--- config.mk ---
export PLATFORM = sky130hd
export DESIGN_NAME = fgs_queue
export DESIGN_NICKNAME = d
export VERILOG_FILES = /design/src/rtl/core/assert_macros.svh /design/src/rtl/core/fgs_pkg.sv /design/src/rtl/core/fgs_queue.sv
export SDC_FILE = /design/constraint.sdc
export NUM_CORES = 1
export LEC_CHECK = 0
export BUFFER_PORTS_ARGS = -buffer_cell sky130_fd_sc_hd__buf_2
export CORE_MARGIN = 2
export CORE_UTILIZATION = 50
export CTS_BUF_LIST = sky130_fd_sc_hd__clkbuf_8
export DETAILED_ROUTE_END_ITERATION = 10
export PLACE_DENSITY = 0.74
export SKIP_CTS_REPAIR_TIMING = 1
export SLEW_MARGIN = 0
export SYNTH_ARGS = -nofsm -noshare
export SYNTH_HDL_FRONTEND = slang
export SYNTH_SLANG_ARGS = --single-unit
--- constraint.sdc ---
create_clock -name i_clk -period 5.7 [get_ports i_clk]
set_clock_uncertainty 0.1 [all_clocks]
set_input_delay 0.285 -clock i_clk [delete_from_list [all_inputs] [get_ports i_clk]]
set_output_delay 0.285 -clock i_clk [all_outputs]
set_load 0.01 [all_outputs]
--- src/rtl/core/assert_macros.svh ---
// Assertion macros used by the top-level RTL file
`ifndef ASSERT_MACROS_SVH
`define ASSERT_MACROS_SVH
`ifndef SYNTHESIS
// Check that a condition implies another in the same cycle
`define ASSERT_IMPLIES(label, clk, rst_n, cond, prop) \
    label: assert property (@(posedge clk) disable iff (!rst_n) (cond) |-> (prop)) \
        else $error("assertion failed");
// Check that a condition implies another in the next cycle
`define ASSERT_NEXT(label, clk, rst_n, cond, prop) \
    label: assert property (@(posedge clk) disable iff (!rst_n) (cond) |=> (prop)) \
        else $error("assertion failed");
`else
`define ASSERT_IMPLIES(label, clk, rst_n, cond, prop)
`define ASSERT_NEXT(label, clk, rst_n, cond, prop)
`endif
`endif

--- src/rtl/core/fgs_pkg.sv ---
// Types, constants and the exp table of the fuzzy gain-scheduled controller
package fgs_pkg;
    localparam int NRULES    = 5;
    localparam int NSTATES   = 4;
    localparam int EXP_DEPTH = 256;
    localparam int LOG2D     = $clog2(EXP_DEPTH);
    localparam int MW        = 17;
    localparam int TW        = 20;
    localparam int QD        = 4;
    localparam int QCW       = $clog2(QD + 1);
    localparam int CFG_IDX_W = 3;
    localparam logic [CFG_IDX_W-1:0] CFG_INV_SIGMA = 3'd5;
    localparam logic [15:0] INV_SIGMA_RST = 16'd733;

    localparam logic signed [25:0] CENTRE [NRULES] =
        '{26'sd0, 26'sd2145, -26'sd2145, 26'sd3217, -26'sd3217};

    typedef struct packed {
        logic signed [23:0] tilt_angle;
        logic signed [23:0] tilt_rate;
        logic signed [23:0] wheel_position;
        logic signed [23:0] wheel_velocity;
    } t_item;

    typedef struct packed {
        logic signed [31:0] drive;
        logic               saturated;
    } t_result;

    typedef struct packed {
        logic [NRULES-1:0][MW-1:0] m;
        logic [TW-1:0]             total;
        logic [2:0]                best;
        t_item                     x;
    } t_entry;

    typedef struct packed {
        logic [QCW-1:0] count;
        logic           empty;
    } t_qstat;

    typedef logic [NRULES-1:0][63:0] t_gains;
    typedef logic [MW-1:0] t_rom [EXP_DEPTH];

    function automatic t_rom build_rom();
        t_rom        rom;
        logic [63:0] h;
        logic [63:0] term;
        logic [63:0] pos;
        logic [63:0] neg;
        logic [63:0] r;
        logic [63:0] v;
        h    = (64'd16 << 32) / EXP_DEPTH;
        term = 64'd1 << 32;
        pos  = 64'd1 << 32;
        neg  = 64'd0;
        for (int n = 1; n <= 12; n++) begin
            term = ((term * h) >> 32) / 64'(n);
            if ((n & 1) != 0) neg = neg + term;
            else pos = pos + term;
        end
        r = pos - neg;
        v = 64'd1 << 32;
        for (int k = 0; k < EXP_DEPTH; k++) begin
            rom[k] = MW'((v + (64'd1 << 15)) >> 16);
            v = (v * r + (64'd1 << 31)) >> 32;
        end
        return rom;
    endfunction

    localparam t_rom EXP_ROM = build_rom();
endpackage

--- src/rtl/core/fgs_queue.sv ---
// Short queue of classified words between front and back
module fgs_queue (
    input  logic            i_clk,
    input  logic            i_rst_n,
    input  logic            i_push,
    input  fgs_pkg::t_entry i_entry,
    input  logic            i_pop,
    output fgs_pkg::t_entry o_entry,
    output fgs_pkg::t_qstat o_stat
);
    import fgs_pkg::*;

    localparam int PW = $clog2(QD);

    t_entry          r_mem [QD];
    logic [PW-1:0]   r_wr, r_rd;
    logic [QCW-1:0]  r_count;

    always_ff @(posedge i_clk) begin
        if (!i_rst_n) begin
            r_wr    <= '0;
            r_rd    <= '0;
            r_count <= '0;
        end else begin
            if (i_push) r_wr <= r_wr + 1'b1;
            if (i_pop)  r_rd <= r_rd + 1'b1;
            r_count <= r_count + QCW'(i_push) - QCW'(i_pop);
        end
        if (i_push) r_mem[r_wr] <= i_entry;
    end

    assign o_entry      = r_mem[r_rd];
    assign o_stat.count = r_count;
    assign o_stat.empty = (r_count == '0);
endmodule

==> Flow_metrics.wiki, run 1 <==
{| class="wikitable"
! Metric !! Value
|-
| Status || finished clean
|-
| Prevailing post-synth register cell || edfxtp_1
|-
| Layout Area Growth over Synthesis || 24.6%
|-
| Worst setup timing slack at the placement stage || 3060 ps
|-
| Depth of the most critical reg-to-reg path || 4
|-
| Pwr dens || 347 nW/um^2
|-
| Utilization of the core after routing || 63.1%
|-
| Overall Global Routing Usage || 18.9%
|-
| Sum of routed wire length over all layers || 61.1 mm
|-
| Worst Setup End Kind || primary output
|-
| Endpoints failing setup || 0
|-
| Post-synthesis async set-or-reset flop share || 0%
|-
| DR DRC count || 0
|-
| Final-report max-slew violation count || 0
|-
| CTS tree || done
|-
| Number of warnings reported in the yosys synthesis log || 0
|-
| Most common cell in the netlist || edfxtp_1
|-
| Count of mapped cells out of synthesis || 1,108
|-
| Setup crit start kind || register
|-
| Final instance area || 37,200 um^2
|-
| Top area cells in the synthesized netlist || edfxtp_1 (82%), mux4_2 (15%), buf_6 (0.72%)
|-
| Hold Vio Cnt, Final || 0
|-
| Number of cells on the worst hold path || 2
|-
| Filler cell count || 3,845
|-
| Yosys top cell area share || 82.0%
|-
| Height of the chip || 248 um
|-
| Final Wtd Congestion || 0.735
|-
| Final setup slack of the worst path || around 2300 ps
|-
| Per-cell routed wire length || ~23 um
|-
| Top post-synthesis cells by count || edfxtp_1 (816), mux4_2 (204), buf_2 (22)
|-
| Antenna Nets Post-Route || 0
|-
| Yosys cell types || 18
|-
| I/O pin total || 416
|-
| Worst voltage drop across the vdd grid || 295 uV
|-
| Vias after detailed routing || 14,500
|-
| Setup tns final || 0 ps
|-
| Transition time at the pin with the least slew margin || approximately 1100 ps
|-
| Achievable frequency || 0.292 GHz
|-
| Number of enable flip-flop cells after synthesis || 816
|-
| Drt first-iter violations || 927
|-
| Sum of overflow across all layers after global routing || 0
|-
| Number of storage elements in the synthesis netlist || 825
|-
| Final layout net count || 2,047
|-
| H-tree Lvls || 4
|-
| Horizontal die dimension || roughly 250 um
|-
| Crit path required time || between 5000 and 6000 ps
|-
| Count of maximum capacitance violations || 0
|-
| Library cell occupying the most area in the post-synthesis netlist || edfxtp_1
|-
| Class of the tightest hold or removal check || input pin to register
|-
| Clk_lat worst skew || 760 ps
|-
| Count of buffers inserted at the top-level ports || 415
|-
| Classification of the worst setup path || register to primary output
|-
| Number of global-route vias before repair || between 10,000 and 15,000
|-
| Number of standard-cell rows in the floorplan || a little under 90
|-
| Drt first pass iters || 5
|-
| Netlist area before placement || 29,900 um^2
|-
| Total core area || 59,000 um^2
|-
| Maximum buffer depth of the clock tree || 3
|-
| Post-synthesis sequential area ratio || 82.6%
|-
| Global-route wire length before repair || 87.5 mm
|-
| Vias per cell || 5.36
|-
| Starting density of the core || between 50% and 60%
|-
| Buffer type at the clock tree root || clkbuf_8
|-
| Clock period minus worst slack || roughly 3400 ps
|-
| Total CTS buffers || 131
|-
| Share of the clock period used by the worst path || between 60% and 70%
|-
| Worst slew margin relative to its limit || 29.5%
|-
| CTS clock-pin slew for the worst setup and hold paths || 50 ps
|-
| CP max FO || 111
|-
| Proportion of layout cells with a drive suffix above 1 || 41.9%
|-
| Synthesized Nets || 1,323
|-
| Leakage power || 12.8 nW
|-
| Total number of clock tree sinks || 825
|-
| Avg Synthesized Cell Area || 27.0 um^2
|-
| Antenna violations before repair || 8
|-
| Setup repair after global routing missed its margin || false
|-
| Placed cell area || 32,800 um^2
|-
| Half-perimeter wire length of the detailed placement result || ~34 mm
|-
| Endpoint arrival time on the critical path || 3040 ps
|-
| Area of the die || between 60,000 and 70,000 um^2
|-
| Pin count of the biggest net entering global routing || 120
|}
-- final timing paths --
path               from             to  slack, ps
max            register    o_entry[48]       2280
min          i_entry[3]    r_mem[1][3]        170
max reg2reg     r_wr[0]  r_mem[2][167]       3280
min reg2reg     r_rd[0]       register        430
-- cells by family (layout without fill, tap and decap cells) --
| family | count (synthesis) | after routing | share of synthesized area, % |
|---|---|---|---|
| xor gates and xnor gates | 3 | 3 | 0.138 |
| other | 0 | 4 | 0 |
| DFF | 825 | 825 | 82.6 |
| adders and majority gates | 7 | 7 | 0.318 |
| buffers and inverters | 53 | 871 | 1.24 |
| AOI/OAI and AO/OA | 2 | 2 | 0.0502 |
| and+or+nand+nor | 13 | 13 | 0.230 |
| muxes | 205 | 205 | 15.4 |
-- per-layer routing --
layer,global-route usage [%],part of all wire (%)
met2,29.8,51
met1,24.2,38
met5,0,0.11
met4,7.51,2.8
met3,6.96,7.6
-- state kept, by name, summed over array words and instances, names as in the netlist, named ones only --
register  cells
r_count       3
r_mem       816
r_rd          2
r_wr          2
-- layout by cell type, fill, tap and decap left out, drive strengths merged, types with 4 or more instances in the layout --
master,synthesis,layout
and2,6,6
buf,41,429
clkbuf,5,138
clkinv,0,37
clkinvlp,0,5
dfxtp,9,9
diode,0,4
dlygate4sd3,0,208
edfxtp,816,816
ha,6,6
inv,7,52
mux4,204,204
nor2,5,5
-- layout make-up --
class                           instances  area [um^2]  area share [%]
Antenna cell                            4         10.0          0.0269
Clock buffer                          138         1900            5.10
Clock inverter                         89          455            1.22
Inverter                                7         26.3          0.0706
Multi-Input combinational cell        230         4830            13.0
Sequential cell                       825        24700            66.3
Tap cell                              773          967            2.60
Timing Repair Buffer                  637         4350            11.7
-- metrics by stage --
stage / hold slack, ps / std cells / total power [mW]
floorplan: 284 / 1108 / 7.91
global placement: 393 / 2264 / 8.40
detailed placement: 400 / 2264 / 8.43
CTS: -476 / 2491 / 13.0
global route: 120 / 2702 / 13.4
finish: 174 / 2703 / 12.9
-- worst max-delay path, cell delays in order, from the launching register on --
cell,delay (ps)
dfxtp_4,900
buf_12,480
mux4_2,450
buf_2,160
-- power breakdown --
group	switching [mW]	total, mW	leakage, nW	internal [mW]
combinational	0.705	1.35	3.86	0.645
sequential	0.0884	7.07	7.57	6.98
clock	2.18	4.51	1.36	2.33
total	2.98	12.9	12.8	9.96
Note: power is estimated with default switching activity, not from simulation.
==> inputs of run 2 (changes only) <==
--- a/config.mk
+++ b/config.mk
@@ -5,12 +5,13 @@
 export SDC_FILE = /design/constraint.sdc
 export NUM_CORES = 1
 export LEC_CHECK = 0
+export ABC_AREA = 1
 export BUFFER_PORTS_ARGS = -buffer_cell sky130_fd_sc_hd__buf_2
 export CORE_MARGIN = 2
 export CORE_UTILIZATION = 50
 export CTS_BUF_LIST = sky130_fd_sc_hd__clkbuf_8
 export DETAILED_ROUTE_END_ITERATION = 10
-export PLACE_DENSITY = 0.74
+export PLACE_DENSITY = 0.7
 export SKIP_CTS_REPAIR_TIMING = 1
 export SLEW_MARGIN = 0
 export SYNTH_ARGS = -nofsm -noshare
==> constraint.sdc (replaced) <==
create_clock -name i_clk -period 3.5 [get_ports i_clk]
set_clock_uncertainty 0.1 [all_clocks]
set_input_delay 0.175 -clock i_clk [delete_from_list [all_inputs] [get_ports i_clk]]
set_output_delay 0.175 -clock i_clk [all_outputs]
set_load 0.01 [all_outputs]
==> run 2 against run 1 <==
  * Sequential share of layout area fell by 5.7 points
  * Critical path depth rose by 1
  * Clock power rose by 65%
  * Die area rose by 11%
  * Largest cell class unchanged
  * Final area rose by 9.4%
  * Flip-flop and latch count did not move
  * Total power rose by 64%
  * Utilization fell by 1.1 points
  * Wire length rose by 17%
  * Synthesized cell count rose by 120%
  * Count of clock-buffer cells in the layout did not move
==> Flow_metrics.wiki, run 2 <==
{| class="wikitable"
! Metric !! Value
|-
| Post-synthesis sequential area ratio || 74.2% (-8.4 points)
|-
| Layout Area Growth over Synthesis || 22.6%
|-
| Drt first pass iters || 5 (unchanged)
|-
| CTS tree || done
|-
| Count of maximum capacitance violations || 0 (unchanged)
|-
| Sum of routed wire length over all layers || 71.4 mm (+17%)
|-
| Regs by FF count || r_mem x816, r_count x3
|-
| Worst Hold Path EP || r_mem[1][10]
|-
| Critical R2R Launch || r_wr[0]
|-
| Cells traversed along the worst timing path || buf_4 > o211ai_1 > nand2_1 > buf_2
|-
| Worst R2R Setup Slack || 1080 ps (-2200 ps)
|-
| Library cell occupying the most area in the post-synthesis netlist || edfxtp_1
|-
| Global-route wire length before repair || 105 mm (+20%)
|-
| Layout Cells excl Fill || 4,076 (+51%)
|-
| Drt first-iter violations || 1,480 (+60%)
|-
| Most common cell in the netlist || edfxtp_1
|-
| Total CTS buffers || 137 (+4.6%)
|-
| Class of the tightest hold or removal check || input pin to register
|-
| Worst setup timing slack at the placement stage || 1110 ps (-1950 ps)
|-
| Area of the die || 68,600 um^2 (+11%)
|-
| Number of warnings reported in the yosys synthesis log || 0 (unchanged)
|-
| Total core area || 65,700 um^2 (+11%)
|-
| CP max FO || 45 (-59%)
|-
| Count of buffers inserted at the top-level ports || 415 (unchanged)
|-
| Final Wtd Congestion || 0.778 (+5.9%)
|-
| Worst slew margin relative to its limit || 38.9% (+9.4 points)
|-
| Antenna violations before repair || 2 (-6)
|-
| Commonest non-fill, non-tap cell in the layout || edfxtp_1
|-
| Share of the clock period used by the worst path || approximately 82%
|-
| Setup repair after global routing missed its margin || false
|-
| Top post-synthesis cells by count || edfxtp_1 (816), inv_1 (423), nand2_1 (418)
|-
| Post-synthesis async set-or-reset flop share || 0% (unchanged)
|-
| Yosys cell types || 18 (unchanged)
|-
| Sum of overflow across all layers after global routing || 0 (unchanged)
|-
| Number of flip-flops under the largest register name || 816 (unchanged)
|-
| Placed Cells incl. Taps || 3,624 (+60%)
|-
| Endpoint arrival time on the critical path || 2580 ps (-460 ps)
|-
| Hold Vio Cnt, Final || 0 (unchanged)
|-
| I/O pin total || 416 (unchanged)
|-
| Avg Synthesized Cell Area || 13.7 um^2 (-49%)
|-
| Final-report max-slew violation count || 0 (unchanged)
|-
| Number of standard-cell rows in the floorplan || 94 (+5.6%)
|-
| Yosys top cell area share || 73.7% (-8.3 points)
|-
| Count of mapped cells out of synthesis || 2,434 (+120%)
|-
| Hold Slack || 48.2 ps (-126 ps)
|-
| Slowest cell on crit path || dfxtp_4
|-
| Proportion of layout cells with a drive suffix above 1 || 25.0% (-17 points)
|-
| Clock period minus worst slack || 2860 ps
|-
| Depth of the most critical reg-to-reg path || 5 (+1)
|-
| Height of the chip || 262 um (+5.4%)
|-
| Overall Global Routing Usage || 19.9% (+0.97 points)
|-
| Largest reg by FF count || r_mem
|-
| Number of global-route vias before repair || 19,800 (+37%)
|-
| Horizontal die dimension || 262 um (+5.4%)
|-
| Number of enable flip-flop cells after synthesis || 816 (unchanged)
|-
| Final layout net count || 3,324 (+62%)
|-
| Transition time at the pin with the least slew margin || 915 ps (-142 ps)
|-
| Total number of clock tree sinks || 825 (unchanged)
|-
| Count of buffering cells on the critical path with inverters included || 2 (unchanged)
|-
| CTS clock-pin slew for the worst setup and hold paths || 60 ps (about the same)
|-
| Final setup slack of the worst path || 643 ps (-1630 ps)
|-
| Number of cells on the worst hold path || 2 (unchanged)
|-
| Vias after detailed routing || 20,600 (+42%)
|-
| DR DRC count || 0 (unchanged)
|-
| Pin count of the biggest net entering global routing || 136 (+13%)
|-
| Prevailing post-synth register cell || edfxtp_1
|-
| Worst voltage drop across the vdd grid || 359 uV (+22%)
|-
| Synthesized Nets || 2,649 (+100%)
|-
| H-tree Lvls || 4 (unchanged)
|-
| Maximum buffer depth of the clock tree || 3 (unchanged)
|-
| Achievable frequency || 0.350 GHz
|-
| Commonest non-fill, non-tap cells in the layout || edfxtp_1 (816), inv_1 (457), nand2_1 (415), buf_2 (415)
|-
| Worst reg2reg endpoint || r_mem[0][174]
|-
| Endpoints failing setup || 0 (unchanged)
|-
| Classification of the worst setup path || register to primary output
|-
| Crit path required time || 3220 ps (-2100 ps)
|-
| Delay of the slowest critical-path stage || 830 ps (-70 ps)
|-
| Clk_lat worst skew || 760 ps (about the same)
|-
| Worst hold start || i_entry[10]
|-
| Vias per cell || 5.05 (-5.8%)
|-
| Buffer type at the clock tree root || clkbuf_8
|-
| Number of storage elements in the synthesis netlist || 825 (unchanged)
|-
| Per-cell routed wire length || 17.5 um (-22%)
|-
| Top area cells in the synthesized netlist || edfxtp_1 (74%), o211ai_2 (6.0%), inv_1 (4.8%)
|-
| Pwr dens || 521 nW/um^2 (+50%)
|-
| Antenna Nets Post-Route || 0 (unchanged)
|-
| Cell family contributing the most delay on the critical path || flip-flops
|-
| Leakage power || 15.9 nW (+24%)
|-
| Half-perimeter wire length of the detailed placement result || 42.2 mm (+24%)
|-
| Worst Setup End Kind || primary output
|-
| Netlist area before placement || 33,200 um^2 (+11%)
|-
| Status || finished clean
|-
| Starting density of the core || 50.6% (-0.058 points)
|-
| Setup crit start kind || register
|}
[run 2: how the worst max path moves through the flow]
stage,startpoint,to,slack (ps),depth (start not counted)
finish,register,o_entry[199],640,4
global route,register,o_entry[201],410,5
CTS,register,o_entry[22],570,6
detailed placement,r_wr[0],r_mem[0][194],1110,5
global placement,r_wr[0],r_mem[0][194],1110,5
floorplan,r_wr[0],r_mem[0][0],-640,4
[run 2: cells by family (layout without fill, tap and decap cells)]
| logic type | Yosys count | count (layout) | synth area share (%) |
|---|---|---|---|
| flip-flops | 825 | 825 | 74.2 |
| adder cells (fa/ha/maj) | 7 | 7 | 0.286 |
| buffers and inverters | 559 | 1335 | 7.40 |
| other | 0 | 2 | 0 |
| AO/OA/AOI/OAI | 622 | 622 | 13.3 |
| AND/OR/NAND/NOR | 421 | 421 | 4.76 |
[run 2: layer usage]
layer | GRT usage, % | wire, um | vias up
met5 | 0 | 0 | -
met3 | 7.80 | 5810 | 120
met2 | 32.8 | 35000 | 655
met1 | 23.4 | 29100 | 9945
met4 | 7.94 | 1590 | 0
li1 | - | - | 9880
[run 2: through the flow]
stage | area [um^2] | setup TNS, ps | utilization, % | power [mW]
final | 40800 | 0 | 62.0 | 21.2
after detailed placement | 36200 | 0 | 55.1 | 13.8
after global placement | 36200 | 0 | 55.1 | 13.7
after global routing | 40800 | 0 | 62.0 | 22.1
after floorplan | 33300 | -513830 | - | 12.9
after CTS | 38600 | 0 | 58.8 | 21.3
[run 2: where the power goes]
part	total, mW	switching, mW	internal, mW
registers	11.4	0.126	11.3
logic	2.33	1.47	0.857
clock network	7.46	3.70	3.76
[run 2: layout make-up]
| class | count | area, um^2 |
|---|---|---|
| clock inverter | 102 | 507 |
| timing repair buffer | 672 | 4840 |
| tap | 864 | 1080 |
| clock buffer | 138 | 1900 |
| fill | 4864 | 25000 |
| inverter | 423 | 1600 |
| multi-input combinational | 1050 | 6120 |
| antenna | 2 | 5.00 |
| sequential | 825 | 24700 |
==> inputs of run 3 (changes only) <==
==> constraint.sdc (replaced) <==
create_clock -name i_clk -period 2.7 [get_ports i_clk]
set_clock_uncertainty 0.1 [all_clocks]
set_input_delay 0.135 -clock i_clk [delete_from_list [all_inputs] [get_ports i_clk]]
set_output_delay 0.135 -clock i_clk [all_outputs]
set_load 0.01 [all_outputs]
==> run 3 against run 2 <==
  * Via count grew 1.3%
  * Register-to-register slack lost 340 ps
  * Critical path type unchanged
  * Non-clock buffer count grew 77
  * Highest routed layer is now met5
==> Flow_metrics.wiki, run 3 (synthesized netlist as in run 2, its figures left out) <==
{| class="wikitable"
! Metric !! Value
|-
| Per-cell routed wire length || 17.4 um (-0.50%)
|-
| Clock period minus worst slack || around 2500 ps
|-
| H-tree Lvls || 4 (unchanged)
|-
| Delay of the slowest critical-path stage || 540 ps (-290 ps)
|-
| Final-report max-slew violation count || 0 (unchanged)
|-
| Status || finished clean
|-
| Height of the chip || 262 um (unchanged)
|-
| Worst voltage drop across the vdd grid || 737 uV (+110%)
|-
| Hold Vio Cnt, Final || 0 (unchanged)
|-
| Antenna Nets Post-Route || 0 (unchanged)
|-
| Regs by FF count || r_mem x816, r_count x3
|-
| Placed cell area || 36,400 um^2 (+0.46%)
|-
| Sum of overflow across all layers after global routing || 0 (unchanged)
|-
| Pin count of the biggest net entering global routing || 125 (-8.1%)
|-
| DR DRC count || 0 (unchanged)
|-
| Starting density of the core || 50.6% (unchanged)
|-
| Final layout net count || 3,397 (+2.2%)
|-
| Buffer type at the clock tree root || clkbuf_8
|-
| Overall Global Routing Usage || 19.3% (-0.55 points)
|-
| Leakage power || 16.3 nW (+2.8%)
|-
| Clock network fraction of design power || 35.2% (about the same)
|-
| CTS clock-pin slew for the worst setup and hold paths || 60 ps (about the same)
|-
| Vias per cell || 5.02 (-0.66%)
|-
| CP max FO || 22 (-51%)
|-
| Sum of routed wire length over all layers || 72.5 mm (+1.5%)
|-
| Commonest non-fill, non-tap cell in the layout || edfxtp_1
|-
| Maximum buffer depth of the clock tree || 3 (unchanged)
|-
| Antenna violations before repair || 9 (+7)
|-
| Proportion of layout cells with a drive suffix above 1 || 24.8% (-0.20 points)
|-
| Total core area || 65,700 um^2 (unchanged)
|-
| Number of global-route vias before repair || 19,600 (-1.1%)
|-
| Drt first pass iters || 5 (unchanged)
|-
| Number of flip-flops under the largest register name || 816 (unchanged)
|-
| Setup repair after global routing missed its margin || false
|-
| Total number of clock tree sinks || 825 (unchanged)
|-
| Drt first-iter violations || 1,565 (+5.7%)
|-
| Count of maximum capacitance violations || 0 (unchanged)
|-
| Achievable frequency || 0.400 GHz
|-
| Portion of total power attributed to combinational logic || 11.4% (+0.4 points)
|-
| Layout Area Growth over Synthesis || 25.1%
|-
| Switching power || 6.87 mW (+30%)
|-
| Endpoint arrival time on the critical path || 2260 ps (-320 ps)
|-
| Crit path required time || 2470 ps (-750 ps)
|-
| Share of the clock period used by the worst path || 92.5%
|-
| Horizontal die dimension || 262 um (unchanged)
|-
| Half-perimeter wire length of the detailed placement result || 41.4 mm (-1.8%)
|-
| Count of buffers inserted at the top-level ports || 415 (unchanged)
|-
| Worst slew margin relative to its limit || 42.0% (+3.1 points)
|-
| Slowest cell on crit path || dfxtp_4
|-
| Largest reg by FF count || r_mem
|-
| Total CTS buffers || 133 (-2.9%)
|-
| Classification of the worst setup path || register to primary output
|-
| Sw Ratio || 24.8% (-0.22 points)
|-
| Clk_lat worst skew || 760 ps (about the same)
|-
| Utilization of the core after routing || 63.3% (+1.3 points)
|-
| I/O pin total || 416 (unchanged)
|-
| Vias after detailed routing || 20,900 (+1.3%)
|-
| Number of standard-cell rows in the floorplan || 94 (unchanged)
|-
| Area of the die || 68,600 um^2 (unchanged)
|-
| Worst Setup End Kind || primary output
|-
| Sequential fraction of design power || 53.4% (-0.5 points)
|-
| Endpoints failing setup || 0 (unchanged)
|-
| Commonest non-fill, non-tap cells in the layout || edfxtp_1 (816), inv_1 (470), nand2_1 (415), buf_2 (415), dlygate4sd3_1 (268)
|-
| Class of the tightest hold or removal check || input pin to register
|-
| CTS tree || done
|-
| Pwr dens || 667 nW/um^2 (+28%)
|-
| Final instance area || 41,600 um^2 (+2.1%)
|-
| Transition time at the pin with the least slew margin || 870 ps (-44.8 ps)
|-
| Global-route wire length before repair || 102 mm (-2.4%)
|-
| Setup crit start kind || register
|-
| Cell-internal power || 20.9 mW (+31%)
|-
| Cells traversed along the worst timing path || buf_12 > buf_4 > a21oi_1 > o21ai_0 > nand2_1 > buf_2
|-
| Final Wtd Congestion || 0.791 (+1.7%)
|}
==> run 3: changes by cell type in the layout (fill, tap and decap cells not counted), moves of 6 or more <==
cell           previous run  this run
buf_4                    22        34
clkinvlp_4               14         8
dlygate4sd3_1           210       268
inv_1                   457       470
diode_2                   2        10
clkinv_1                 34        25
==> run 3: metal layers <==
| metal | track usage [%] | up-vias | wire length, um |
|---|---|---|---|
| li1 | - | 10000 | - |
| met1 | 23.0 | 10100 | 29100 |
| met2 | 31.7 | 613 | 36200 |
| met3 | 7.84 | 105 | 5770 |
| met4 | 7.40 | 2 | 1420 |
| met5 | 0 | - | 13 |
==> run 3: final cells by class <==
class,count,area [um^2]
Antenna cell,10,25.0
Clock buffer,136,1870
Clock inverter,101,552
Fill cell,4745,24100
Inverter,423,1600
Multi-Input combinational cell,1050,6120
Sequential cell,825,24700
Tap cell,864,1080
Timing Repair Buffer,749,5660
==> run 3: worst max-delay path: cells and delay by family (launching register included) <==
kind,cells,cell delay [ps]
buf+inv,3,690
flops,1,540
compound gates,2,170
simple gates,1,70
==> run 3: per-stage QoR <==
step                      hold WS, ps  power [mW]  TNS [ps]  setup WS [ps]  cells
after floorplan                   127        16.7  -1166630          -1440   2434
final                            20.1        27.8         0            203   4158
after detailed placement          250        17.9         0            768   3638
after CTS                        -605        27.7    -0.254         -0.254   3875
after global routing            -12.1        28.9         0           7.42   4156
after global placement            244        17.8         0            765   3638
==> run 3: power by group through the flow <==
stage	clock [mW]	sequential, mW	combinational [mW]
CTS	10.0	14.8	2.83
detailed placement	0	15.1	2.81
global placement	0	15.0	2.73
global route	10.6	14.8	3.49
floorplan	0	15.1	1.61
finish	9.77	14.8	3.17
==> run 3: worst paths after layout <==
| check | start | end | slack [ps] | cells after the start |
|---|---|---|---|---|
| max | register | o_entry[53] | 200 | 6 |
| min reg2reg | r_rd[1] | register | 360 | 2 |
| min | i_entry[53] | r_mem[2][53] | 20 | 2 |
| max reg2reg | r_wr[0] | r_mem[2][194] | 740 | 5 |
